**config.mk**
```make
export PLATFORM = sky130hd
export DESIGN_NAME = pm_sensor_frame_receiver
export DESIGN_NICKNAME = d
export VERILOG_FILES = /design/src/rtl/pmsfr_pkg.sv /design/src/rtl/pmsfr_dp.sv /design/src/rtl/pmsfr_ctrl.sv /design/src/rtl/pm_sensor_frame_receiver.sv
export SDC_FILE = /design/constraint.sdc
export NUM_CORES = 1
export LEC_CHECK = 0
export ABC_AREA = 0
export BUFFER_PORTS_ARGS = -buffer_cell sky130_fd_sc_hd__buf_2
export CAP_MARGIN = 25
export CORE_MARGIN = 5
export CORE_UTILIZATION = 62
export CTS_BUF_LIST = sky130_fd_sc_hd__clkbuf_4 sky130_fd_sc_hd__clkbuf_8
export DETAILED_ROUTE_END_ITERATION = 6
export GPL_ROUTABILITY_DRIVEN = 1
export HOLD_SLACK_MARGIN = 0.1
export PLACE_DENSITY = 0.81
export SLEW_MARGIN = 20
export SYNTH_ARGS = -nofsm -noshare
export SYNTH_HDL_FRONTEND = slang
export SYNTH_SLANG_ARGS = --single-unit
```
**constraint.sdc**
```tcl
create_clock -name clk -period 4.5 [get_ports clk]
set_clock_uncertainty 0.15 [all_clocks]
set_input_delay 0.9 -clock clk [delete_from_list [all_inputs] [get_ports clk]]
set_output_delay 0.9 -clock clk [all_outputs]
set_load 0.01 [all_outputs]
```
**src/rtl/pmsfr_pkg.sv**
```systemverilog
// Shared constants and controller/datapath interface types of the sensor frame receiver.
package pmsfr_pkg;

    localparam int FRAME_BYTES = 32;
    localparam int ADDR_W      = $clog2(FRAME_BYTES);
    localparam int DATA_WORDS_DEFAULT = 12;

    localparam logic [7:0]        START_RESET = 8'h42;
    localparam logic [ADDR_W-1:0] LEN_HI_POS  = ADDR_W'(2);
    localparam logic [ADDR_W-1:0] LEN_LO_POS  = ADDR_W'(3);
    localparam logic [ADDR_W-1:0] CSUM_HI_POS = ADDR_W'(30);
    localparam logic [ADDR_W-1:0] CSUM_LO_POS = ADDR_W'(31);
    localparam logic [ADDR_W-1:0] LAST_POS    = ADDR_W'(FRAME_BYTES - 1);
    localparam logic [ADDR_W-1:0] WORD_BASE   = ADDR_W'(4);
    localparam logic [15:0]       LEN_MAX     = 16'd30;

    // Commands from the controller to the datapath
    typedef struct packed {
        logic              byte_take;
        logic              rd_en;
        logic [ADDR_W-1:0] rd_addr;
        logic              cap_hi;
        logic              sum_clr;
        logic              sum_acc;
        logic              load_ok;
        logic              load_fail;
        logic [3:0]        word_idx;
        logic              word_last;
    } dp_cmd_t;

    // Status from the datapath to the controller
    typedef struct packed {
        logic              frame_done;
        logic              len_bad;
        logic [ADDR_W-1:0] sum_last;
        logic              sum_match;
        logic              out_busy;
    } dp_status_t;

endpackage

```
**src/rtl/pmsfr_dp.sv**
```systemverilog
// Datapath of the sensor frame receiver: frame memory, header capture, checksum and output register.
module pmsfr_dp (
    input  logic                  clk,
    input  logic                  rst_n,
    input  logic                  cfg_valid,
    input  logic [7:0]            start_byte,
    input  logic [7:0]            rx_byte,
    input  logic                  out_ready,
    input  pmsfr_pkg::dp_cmd_t    cmd,
    output pmsfr_pkg::dp_status_t status,
    output logic                  out_valid,
    output logic                  frame_ok,
    output logic [3:0]            word_index,
    output logic [15:0]           word_value,
    output logic                  last
);
    import pmsfr_pkg::*;

    logic [7:0]        mem [FRAME_BYTES];
    logic [7:0]        start_reg, start_next;
    logic [ADDR_W-1:0] count_reg, count_next;
    logic              open_reg, open_next;
    logic [15:0]       len_reg;
    logic [15:0]       csum_reg;
    logic [15:0]       sum_reg, sum_next;
    logic [7:0]        rd_data_reg;
    logic [7:0]        hi_reg;
    logic              out_valid_reg, out_valid_next;
    logic              ok_reg;
    logic [3:0]        idx_reg;
    logic [15:0]       value_reg;
    logic              last_reg;

    logic              is_start;
    logic              wr_en;
    logic [ADDR_W-1:0] wr_addr;

    // Byte classification and write address
    assign is_start = (rx_byte == start_reg);
    assign wr_en    = cmd.byte_take && (is_start || open_reg);
    assign wr_addr  = is_start ? '0 : count_reg;

    // Frame tracking: a start byte always reopens, the last byte closes
    always_comb
    begin
        count_next = count_reg;
        open_next  = open_reg;
        if (cmd.byte_take)
        begin
            if (is_start)
            begin
                open_next  = 1'b1;
                count_next = ADDR_W'(1);
            end
            else if (open_reg)
            begin
                count_next = count_reg + ADDR_W'(1);
                if (count_reg == LAST_POS)
                begin
                    open_next = 1'b0;
                end
            end
            else
            begin
                count_next = '0;
            end
        end
    end

    assign start_next = cfg_valid ? start_byte : start_reg;

    always_ff @(posedge clk or negedge rst_n)
    begin
        if (!rst_n)
        begin
            start_reg <= START_RESET;
            count_reg <= '0;
            open_reg  <= 1'b0;
        end
        else
        begin
            start_reg <= start_next;
            count_reg <= count_next;
            open_reg  <= open_next;
        end
    end

    // Frame memory with a registered read port
    always_ff @(posedge clk)
    begin
        if (wr_en)
        begin
            mem[wr_addr] <= rx_byte;
        end
        if (cmd.rd_en)
        begin
            rd_data_reg <= mem[cmd.rd_addr];
        end
    end

    // Length and checksum fields are captured as they are written
    always_ff @(posedge clk)
    begin
        if (wr_en && wr_addr == LEN_HI_POS)
        begin
            len_reg[15:8] <= rx_byte;
        end
        if (wr_en && wr_addr == LEN_LO_POS)
        begin
            len_reg[7:0] <= rx_byte;
        end
        if (wr_en && wr_addr == CSUM_HI_POS)
        begin
            csum_reg[15:8] <= rx_byte;
        end
        if (wr_en && wr_addr == CSUM_LO_POS)
        begin
            csum_reg[7:0] <= rx_byte;
        end
    end

    // Wrapping checksum accumulator
    always_comb
    begin
        sum_next = sum_reg;
        if (cmd.sum_clr)
        begin
            sum_next = '0;
        end
        else if (cmd.sum_acc)
        begin
            sum_next = sum_reg + {8'd0, rd_data_reg};
        end
    end

    always_ff @(posedge clk)
    begin
        sum_reg <= sum_next;
        if (cmd.cap_hi)
        begin
            hi_reg <= rd_data_reg;
        end
    end

    // Output register: a result waits here while the next one is prepared
    always_comb
    begin
        out_valid_next = out_valid_reg;
        if (cmd.load_ok || cmd.load_fail)
        begin
            out_valid_next = 1'b1;
        end
        else if (out_ready)
        begin
            out_valid_next = 1'b0;
        end
    end

    always_ff @(posedge clk or negedge rst_n)
    begin
        if (!rst_n)
        begin
            out_valid_reg <= 1'b0;
        end
        else
        begin
            out_valid_reg <= out_valid_next;
        end
    end

    always_ff @(posedge clk)
    begin
        if (cmd.load_ok)
        begin
            ok_reg    <= 1'b1;
            idx_reg   <= cmd.word_idx;
            value_reg <= {hi_reg, rd_data_reg};
            last_reg  <= cmd.word_last;
        end
        else if (cmd.load_fail)
        begin
            ok_reg    <= 1'b0;
            idx_reg   <= '0;
            value_reg <= '0;
            last_reg  <= 1'b1;
        end
    end

    // Status back to the controller
    assign status.frame_done = !is_start && open_reg && (count_reg == LAST_POS);
    assign status.len_bad    = (len_reg > LEN_MAX);
    assign status.sum_last   = len_reg[ADDR_W-1:0] + ADDR_W'(1);
    assign status.sum_match  = (sum_reg == csum_reg);
    assign status.out_busy   = out_valid_reg && !out_ready;

    assign out_valid  = out_valid_reg;
    assign frame_ok   = ok_reg;
    assign word_index = idx_reg;
    assign word_value = value_reg;
    assign last       = last_reg;

endmodule

```
**src/rtl/pmsfr_ctrl.sv**
```systemverilog
// Controller of the sensor frame receiver: sequences reception, checksum and word output.
module pmsfr_ctrl #(
    parameter int DATA_WORDS = pmsfr_pkg::DATA_WORDS_DEFAULT
) (
    input  logic                  clk,
    input  logic                  rst_n,
    input  logic                  in_valid,
    output logic                  in_ready,
    input  pmsfr_pkg::dp_status_t status,
    output pmsfr_pkg::dp_cmd_t    cmd
);
    import pmsfr_pkg::*;

    localparam logic [ADDR_W-1:0] LAST_IDX = ADDR_W'(DATA_WORDS - 1);

    typedef enum logic [8:0] {
        ST_RECV  = 9'b000000001,
        ST_CHECK = 9'b000000010,
        ST_S_RD  = 9'b000000100,
        ST_S_ACC = 9'b000001000,
        ST_CMP   = 9'b000010000,
        ST_W_RDH = 9'b000100000,
        ST_W_RDL = 9'b001000000,
        ST_W_OUT = 9'b010000000,
        ST_F_OUT = 9'b100000000
    } state_t;

    state_t            state_reg, state_next;
    logic [ADDR_W-1:0] idx_reg, idx_next;
    logic              accept;
    logic [ADDR_W-1:0] word_addr;

    assign in_ready  = (state_reg == ST_RECV);
    assign accept    = in_valid && in_ready;
    assign word_addr = WORD_BASE + {idx_reg[ADDR_W-2:0], 1'b0};

    // Next state and datapath commands
    always_comb
    begin
        state_next    = state_reg;
        idx_next      = idx_reg;
        cmd           = '0;
        cmd.word_idx  = idx_reg[3:0];
        cmd.word_last = (idx_reg == LAST_IDX);
        case (state_reg)
            ST_RECV:
            begin
                cmd.byte_take = accept;
                if (accept && status.frame_done)
                begin
                    state_next = ST_CHECK;
                end
            end
            ST_CHECK:
            begin
                cmd.sum_clr = 1'b1;
                idx_next    = '0;
                state_next  = status.len_bad ? ST_F_OUT : ST_S_RD;
            end
            ST_S_RD:
            begin
                cmd.rd_en   = 1'b1;
                cmd.rd_addr = idx_reg;
                state_next  = ST_S_ACC;
            end
            ST_S_ACC:
            begin
                cmd.sum_acc = 1'b1;
                if (idx_reg == status.sum_last)
                begin
                    state_next = ST_CMP;
                end
                else
                begin
                    idx_next   = idx_reg + ADDR_W'(1);
                    state_next = ST_S_RD;
                end
            end
            ST_CMP:
            begin
                idx_next   = '0;
                state_next = status.sum_match ? ST_W_RDH : ST_F_OUT;
            end
            ST_W_RDH:
            begin
                cmd.rd_en   = 1'b1;
                cmd.rd_addr = word_addr;
                state_next  = ST_W_RDL;
            end
            ST_W_RDL:
            begin
                cmd.cap_hi  = 1'b1;
                cmd.rd_en   = 1'b1;
                cmd.rd_addr = word_addr + ADDR_W'(1);
                state_next  = ST_W_OUT;
            end
            ST_W_OUT:
            begin
                if (!status.out_busy)
                begin
                    cmd.load_ok = 1'b1;
                    if (idx_reg == LAST_IDX)
                    begin
                        state_next = ST_RECV;
                    end
                    else
                    begin
                        idx_next   = idx_reg + ADDR_W'(1);
                        state_next = ST_W_RDH;
                    end
                end
            end
            ST_F_OUT:
            begin
                if (!status.out_busy)
                begin
                    cmd.load_fail = 1'b1;
                    state_next    = ST_RECV;
                end
            end
            default:
            begin
                state_next = ST_RECV;
            end
        endcase
    end

    always_ff @(posedge clk or negedge rst_n)
    begin
        if (!rst_n)
        begin
            state_reg <= ST_RECV;
            idx_reg   <= '0;
        end
        else
        begin
            state_reg <= state_next;
            idx_reg   <= idx_next;
        end
    end

endmodule

```
**src/rtl/pm_sensor_frame_receiver.sv**
```systemverilog
// Bytes are taken one per cycle while in_ready is high and a frame fills; the 32nd byte
// starts the frame check, which reads frame bytes 0 to length+1 one at a time into the
// checksum; then each data word takes two reads of the single read port and one load.
// A failed frame yields its result after the length check (bad length) or the checksum compare.
// Bytes are not taken while a frame is checked or output; a transfer out may stall it.
// Reset (rst_n, asynchronous, active low) closes any frame and sets the start byte to 0x42.
module pm_sensor_frame_receiver #(
    parameter int DATA_WORDS = pmsfr_pkg::DATA_WORDS_DEFAULT
) (
    input  logic        clk,
    input  logic        rst_n,
    input  logic        cfg_valid,
    output logic        cfg_ready,
    input  logic [7:0]  start_byte,
    input  logic        in_valid,
    output logic        in_ready,
    input  logic [7:0]  rx_byte,
    output logic        out_valid,
    input  logic        out_ready,
    output logic        frame_ok,
    output logic [3:0]  word_index,
    output logic [15:0] word_value,
    output logic        last
);
    import pmsfr_pkg::*;

    dp_cmd_t    cmd;
    dp_status_t status;

    // The start byte register takes every transfer
    assign cfg_ready = 1'b1;

    pmsfr_ctrl #(
        .DATA_WORDS(DATA_WORDS)
    ) u_ctrl (
        .clk      (clk),
        .rst_n    (rst_n),
        .in_valid (in_valid),
        .in_ready (in_ready),
        .status   (status),
        .cmd      (cmd)
    );

    pmsfr_dp u_dp (
        .clk        (clk),
        .rst_n      (rst_n),
        .cfg_valid  (cfg_valid),
        .start_byte (start_byte),
        .rx_byte    (rx_byte),
        .out_ready  (out_ready),
        .cmd        (cmd),
        .status     (status),
        .out_valid  (out_valid),
        .frame_ok   (frame_ok),
        .word_index (word_index),
        .word_value (word_value),
        .last       (last)
    );

endmodule
```
### Word level (Yosys, flattened, before mapping)

Memory sizes are Yosys's and may differ from the RTL's. A register that Yosys moved wholly into a read port is not among the register bits.
Index checks and enable logic that the tools add are counted.

* register bits after elaboration: 107
* bits in latches: 0
* bits in writable memories: 256
* memory bits (read-only): 0
* input bits: 21
* output and inout port bits: 25
* memories kept: 1

Memories
* u_dp.mem: words 32, bits a word 8, rd ports 1, clocked after Yosys merged registers in 1, write ports 1, RTL line pmsfr_dp.sv:19 `logic [7:0] mem [FRAME_BYTES];`

* add/subtract/negate cells: 6
* multipliers: 0
* div/mod/pow operators: 0
* magnitude comparators: 1
* eq/ne operators: 23
* shift-type cells: 0
* muxes and demuxes: 36
* bitwise gates (word level): 0
* reductions and logical operators: 20

Operator list (number)
* one-hot mux 9 bit (9 select lines): 1
* two-way mux 9 bit: 5
* two-way mux 5 bit: 7
* two-way mux 16 bit: 2
* adder 5 x 1 -> 5 bit (second input constant): 4
* one-hot mux 6 bit (3 select lines): 1
* adder 16 x 8 -> 16 bit: 1
* equality test 16 bit: 1
* > comparator 16 x 5 -> 1 bit (second input constant): 1
* two-way mux 1 bit: 16
* equality test 5 bit (second input constant): 3
* one-hot mux 5 bit (3 select lines): 1
* equality test 5 x 2 -> 1 bit (second input constant): 2
* logical AND 1 bit: 10
* inequality test 2 bit (second input constant): 5
* equality test 9 x 1 -> 1 bit (second input constant): 1
* equality test 9 x 2 -> 1 bit (second input constant): 1
* equality test 9 x 3 -> 1 bit (second input constant): 1
* equality test 9 x 4 -> 1 bit (second input constant): 1
* equality test 9 x 5 -> 1 bit (second input constant): 1
* equality test 9 x 6 -> 1 bit (second input constant): 1
* equality test 9 x 7 -> 1 bit (second input constant): 1
* equality test 9 x 8 -> 1 bit (second input constant): 1
* equality test 9 bit (second input constant): 1
* other kinds (13): 17

### Logic depth before layout (Yosys ltp)

* depth after elaboration: 7
* gate-level depth with buffers: 12
* gate-level depth less buffers: 9

### Modules after synthesis

Synthesis repeated with hierarchy kept, for this count alone.

* cell total of the unflattened synthesis: 972
* area, all modules: 15617.5 um2

By module, submodules not included
* pmsfr_dp: times used 1, cells an instance 843, area each 14446.4 um2
* pmsfr_ctrl: times used 1, cells an instance 127, area each 1159.9 um2
* pm_sensor_frame_receiver: times used 1, cells an instance 2, area each 11.3 um2

### Worst setup path after synthesis

OpenSTA, ideal clock, no wires.

* kind: register to register
* start point: reg u_ctrl.state_reg[6]
* end point: mem u_dp.mem[29][0], enable pin
* setup time: 370 ps
* arrival: 2469 ps
* path slack: 1511 ps
* stages on the path, launching flop included: 9
* clock period less this slack: 2989 ps
* cell sequence: dfrtp_1 > buf_2 > nor4_4 > and4b_1 > clkbuf_1 > nand2_1 > or4_1 > clkbuf_1 > nor2_1

* cells in the longest elaborated chain, start to end: 6

RTL lines
* start, declared: RTL line pmsfr_ctrl.sv:28 `state_t state_reg, state_next;`
* start signal, assigned: RTL line pmsfr_ctrl.sv:137 `state_reg <= state_next;`
* equality test 9 x 1 -> 1 bit (*): RTL line pmsfr_ctrl.sv:33 `assign in_ready = (state_reg == ST_RECV);`
* net in_ready: RTL line pm_sensor_frame_receiver.sv:16 `output logic in_ready,`
* logical AND 1 bit: RTL line pmsfr_ctrl.sv:34 `assign accept = in_valid && in_ready;`
* two-way mux 1 bit (*): RTL line pmsfr_ctrl.sv:45 `case (state_reg)`
* logical AND 1 bit (*): RTL line pmsfr_dp.sv:40 `assign wr_en = cmd.byte_take && (is_start || open_reg);`
* two-way mux 1 bit (*): RTL line pmsfr_dp.sv:91 `if (wr_en)`
* two-way mux 1 bit (not written as such) (*): RTL line pmsfr_dp.sv:93 `mem[wr_addr] <= rx_byte;`
* end, declared: RTL line pmsfr_dp.sv:19

Mark *: on every way through the listed nets, which the timed path passes. The rest lies on a longest branch.

### Worst setup path in the final report

* start point: reg u_ctrl.state_reg[4]
* end point: reg u_dp.rd_data_reg[5], read port of u_dp.mem, data pin

* cells in the longest elaborated chain, start to end: 2

RTL lines
* equality test 9 x 7 -> 1 bit (tied with other cells): RTL line pmsfr_ctrl.sv:45
* one-hot mux 6 bit (3 select lines) (*): RTL line pmsfr_ctrl.sv:45
* end, declared: RTL line pmsfr_dp.sv:26 `logic [7:0] rd_data_reg;`

Every way passes the cells marked *; elsewhere a longest branch is shown, timed or not.
A chain may end at the register's enable or synchronous reset.

==> metrics <==
clock-pin slew on the worst setup and hold paths=~70 ps; top library cells by usage in the layout, fill and taps aside=325 x edfxtp_1, 104 x mux2i_1, 73 x nor2_1, 62 x clkbuf_8, 57 x inv_1; synthesis-to-layout area growth=9.85%; number of hold buffers added after cts=0; most frequently used flop master after synthesis=edfxtp_1; number of nets in the layout=around 1200; clock latency reported for the late side of the worst-skew pair=approximately 600 ps; nets in the synthesized netlist=between 1000 and 1500; Clock Tree Buf Depth=3; Max Cap Viol=0; part of the Yosys area used for sequential elements=between 60% and 70%; setup total negative slack=0 ps; number of global-route vias before repair=around 9700; number of H-tree branching levels=2; number of buffers added on ports=44; number of rows in the core area=59; maximum number of pins on one net before global-route repair=74; clock buffer count from CTS=56; initial standard-cell utilization of the core=approximately 63%; kind of start point of the critical path=flip-flop; Max Slew Vio Count=0; highest ir drop seen on vdd=a little under 0.0003 V; I/O pin count=46; Placed Instances=about 1500; period utilisation layout=about 85%; global-route wire length before repair=around 56 mm; vertical die dimension=172 um; residual overflow from global routing=0; placed wire-length estimate after detailed placement=24.3 mm; Worst R2R Path Depth=8; Detailed Route Iter0 Violations=around 1200; classification of the worst-slack hold path=in2async; cell types with the largest area share after synthesis=edfxtp_1 60%, mux2i_1 6.4%, dfrtp_1 4.0%, a311oi_1 2.6%, a211oi_1 2.3%; Worst setup EP type=flip-flop; share of synthesized flip-flops with an asynchronous set or reset=7.82%; max reg flops=around 260; fill cell instance count of the final layout=roughly 1700; minimum clock period after layout=approximately 3800 ps; outcome=finished, final reports clean; power density relative to cell area=between 300 and 400 nW/um2; library cell occupying the most area in the post-synthesis netlist=edfxtp_1; Sinks on Clock Net=~370; data required time of the worst path=roughly 4700 ps; most common library cell in the layout ignoring fill and taps=edfxtp_1; proportion of netlist area held by the largest area contributor=between 60% and 70%; antenna violations before repair=1; antenna viol nets, final=0; share of post-route cells with drive strength above 1=between 10% and 20%; signal arrival time at the worst endpoint=between 3000 and 4000 ps; standard cell core area=between 20000 and 30000 um2; Cell Count, Final, Fillers Out=between 1500 and 2000; total wirelength of the detailed-routed design=approximately 38 mm; Die Footprint=29500 um2; unrepaired setup endpoints after global routing=no; number of synthesized register bits=around 370; Root Buffer=clkbuf_8; count of TritonRoute iterations in the first routing pass=6; number of setup violations in the final report=0; Biggest register=u_dp.mem; headroom to the max-slew limit=between 40% and 50%; number of vias in the routed layout=between 9000 and 10000; average instance area after synthesis=around 14 um2; width of the die=roughly 170 um; Crit Path Class=reg2reg; number of hold-slack violations in the final timing report=0; worst r2r src=u_ctrl.state_reg[4]; leakage component of the power=approximately 6.1 nW; Post-CTS Setup Bufs=0; worst reg2reg setup slack=about 680 ps; post-detailed-route via-to-cell ratio=6.33; launch point of the critical path=u_ctrl.state_reg[4]; post-synthesis cell type count=just under 70; largest driver fanout on the critical path=37; DRC violations left=0; slew at the pin with the worst max-slew slack=around 860 ps; routability-driven placement congestion ratio=0.949; total number of yosys warnings=0; maximum clock rate=approximately 260 MHz; WL/cell=between 20 and 25 um; TritonCTS clock tree=yes; EDFF count, synth=between 300 and 400; Mapped Cells=around 1100; area of the mapped netlist=~16000 um2; gr usage total=between 20 and 30%; post-CTS sizing=0; ant diodes=0
[cell type report]
cell class	instances	area [um2]	share of cell area [%]
multi-input combinational	632	4780	26.8
clock inverter	30	219	1.23
sequential	371	10800	60.8
timing repair buffer	65	403	2.26
inverter	57	214	1.20
tap	335	419	2.35
clock buffer	74	943	5.30
[power by group]
part	leakage, nW	internal [mW]	switching (mW)
Sequential	3.38	3.76	0.0199
Clock	0.616	1.55	1.28
Combinational	2.08	0.0422	0.106
[through the flow]
stage	area, um2	total power [mW]	hold slack (ps)	setup WS, ps	util (%)
finish	17800	6.75	255	682	68.7
global route	17800	6.95	286	485	68.7
CTS	17800	6.79	251	813	68.7
detailed placement	16600	3.99	339	692	64.2
global placement	16600	3.99	304	840	64.2
floorplan	16200	3.89	298	1510	-
[worst max-delay path, stage by stage (launching register included)]
cell       delay, ps
dfrtp_1          410
nor2_1           670
and3b_2          610
buf_4            440
o2111ai_1        210
a21oi_1          500
o21ai_0          260
o2111ai_1        220
nor3_2            80
[worst paths after layout]
check	end
max reg2reg	u_dp.rd_data_reg[5]
max in group asynchronous	u_dp.start_reg[2]
min	u_dp.count_reg[2]
min in group clk	u_dp.frame_ok
max	u_dp.rd_data_reg[5]
min reg2reg	u_dp.frame_ok
[synth_stat cells (13+ instances only)]
library cell / count
nor2_1: 74
o21ai_0: 27
clkbuf_1: 38
dfrtp_1: 26
and3_1: 25
mux2i_1: 104
mux2_2: 24
nand4_1: 13
inv_1: 57
ha_1: 14
a211oi_1: 49
edfxtp_1: 325
xnor2_1: 38
dfxtp_1: 17
a21oi_1: 20
a311oi_1: 48
nand2_1: 33
nand3_1: 20
[cell families after synthesis]
logic type | synth area share (%)
fa+ha+maj | 1.20
other cells | 0.0231
xor+xnor | 2.79
mux | 8.17
compound gates | 9.80
simple gates | 7.45
flops | 66.8
buf+inv | 3.77
[layer usage]
layer / vias up / GRT usage (%) / share of wire, % / wire length, um
met3: 70 / 5.33 / 8.8 / 3300
met2: 515 / 40.6 / 47 / 17700
met4: 0 / 8.06 / 2.5 / 951
met1: 4822 / 36.1 / 41 / 15500
met5: - / 0 / 0 / 0
li1: 4493 / - / - / -
Power figures use the tool's default switching activity.
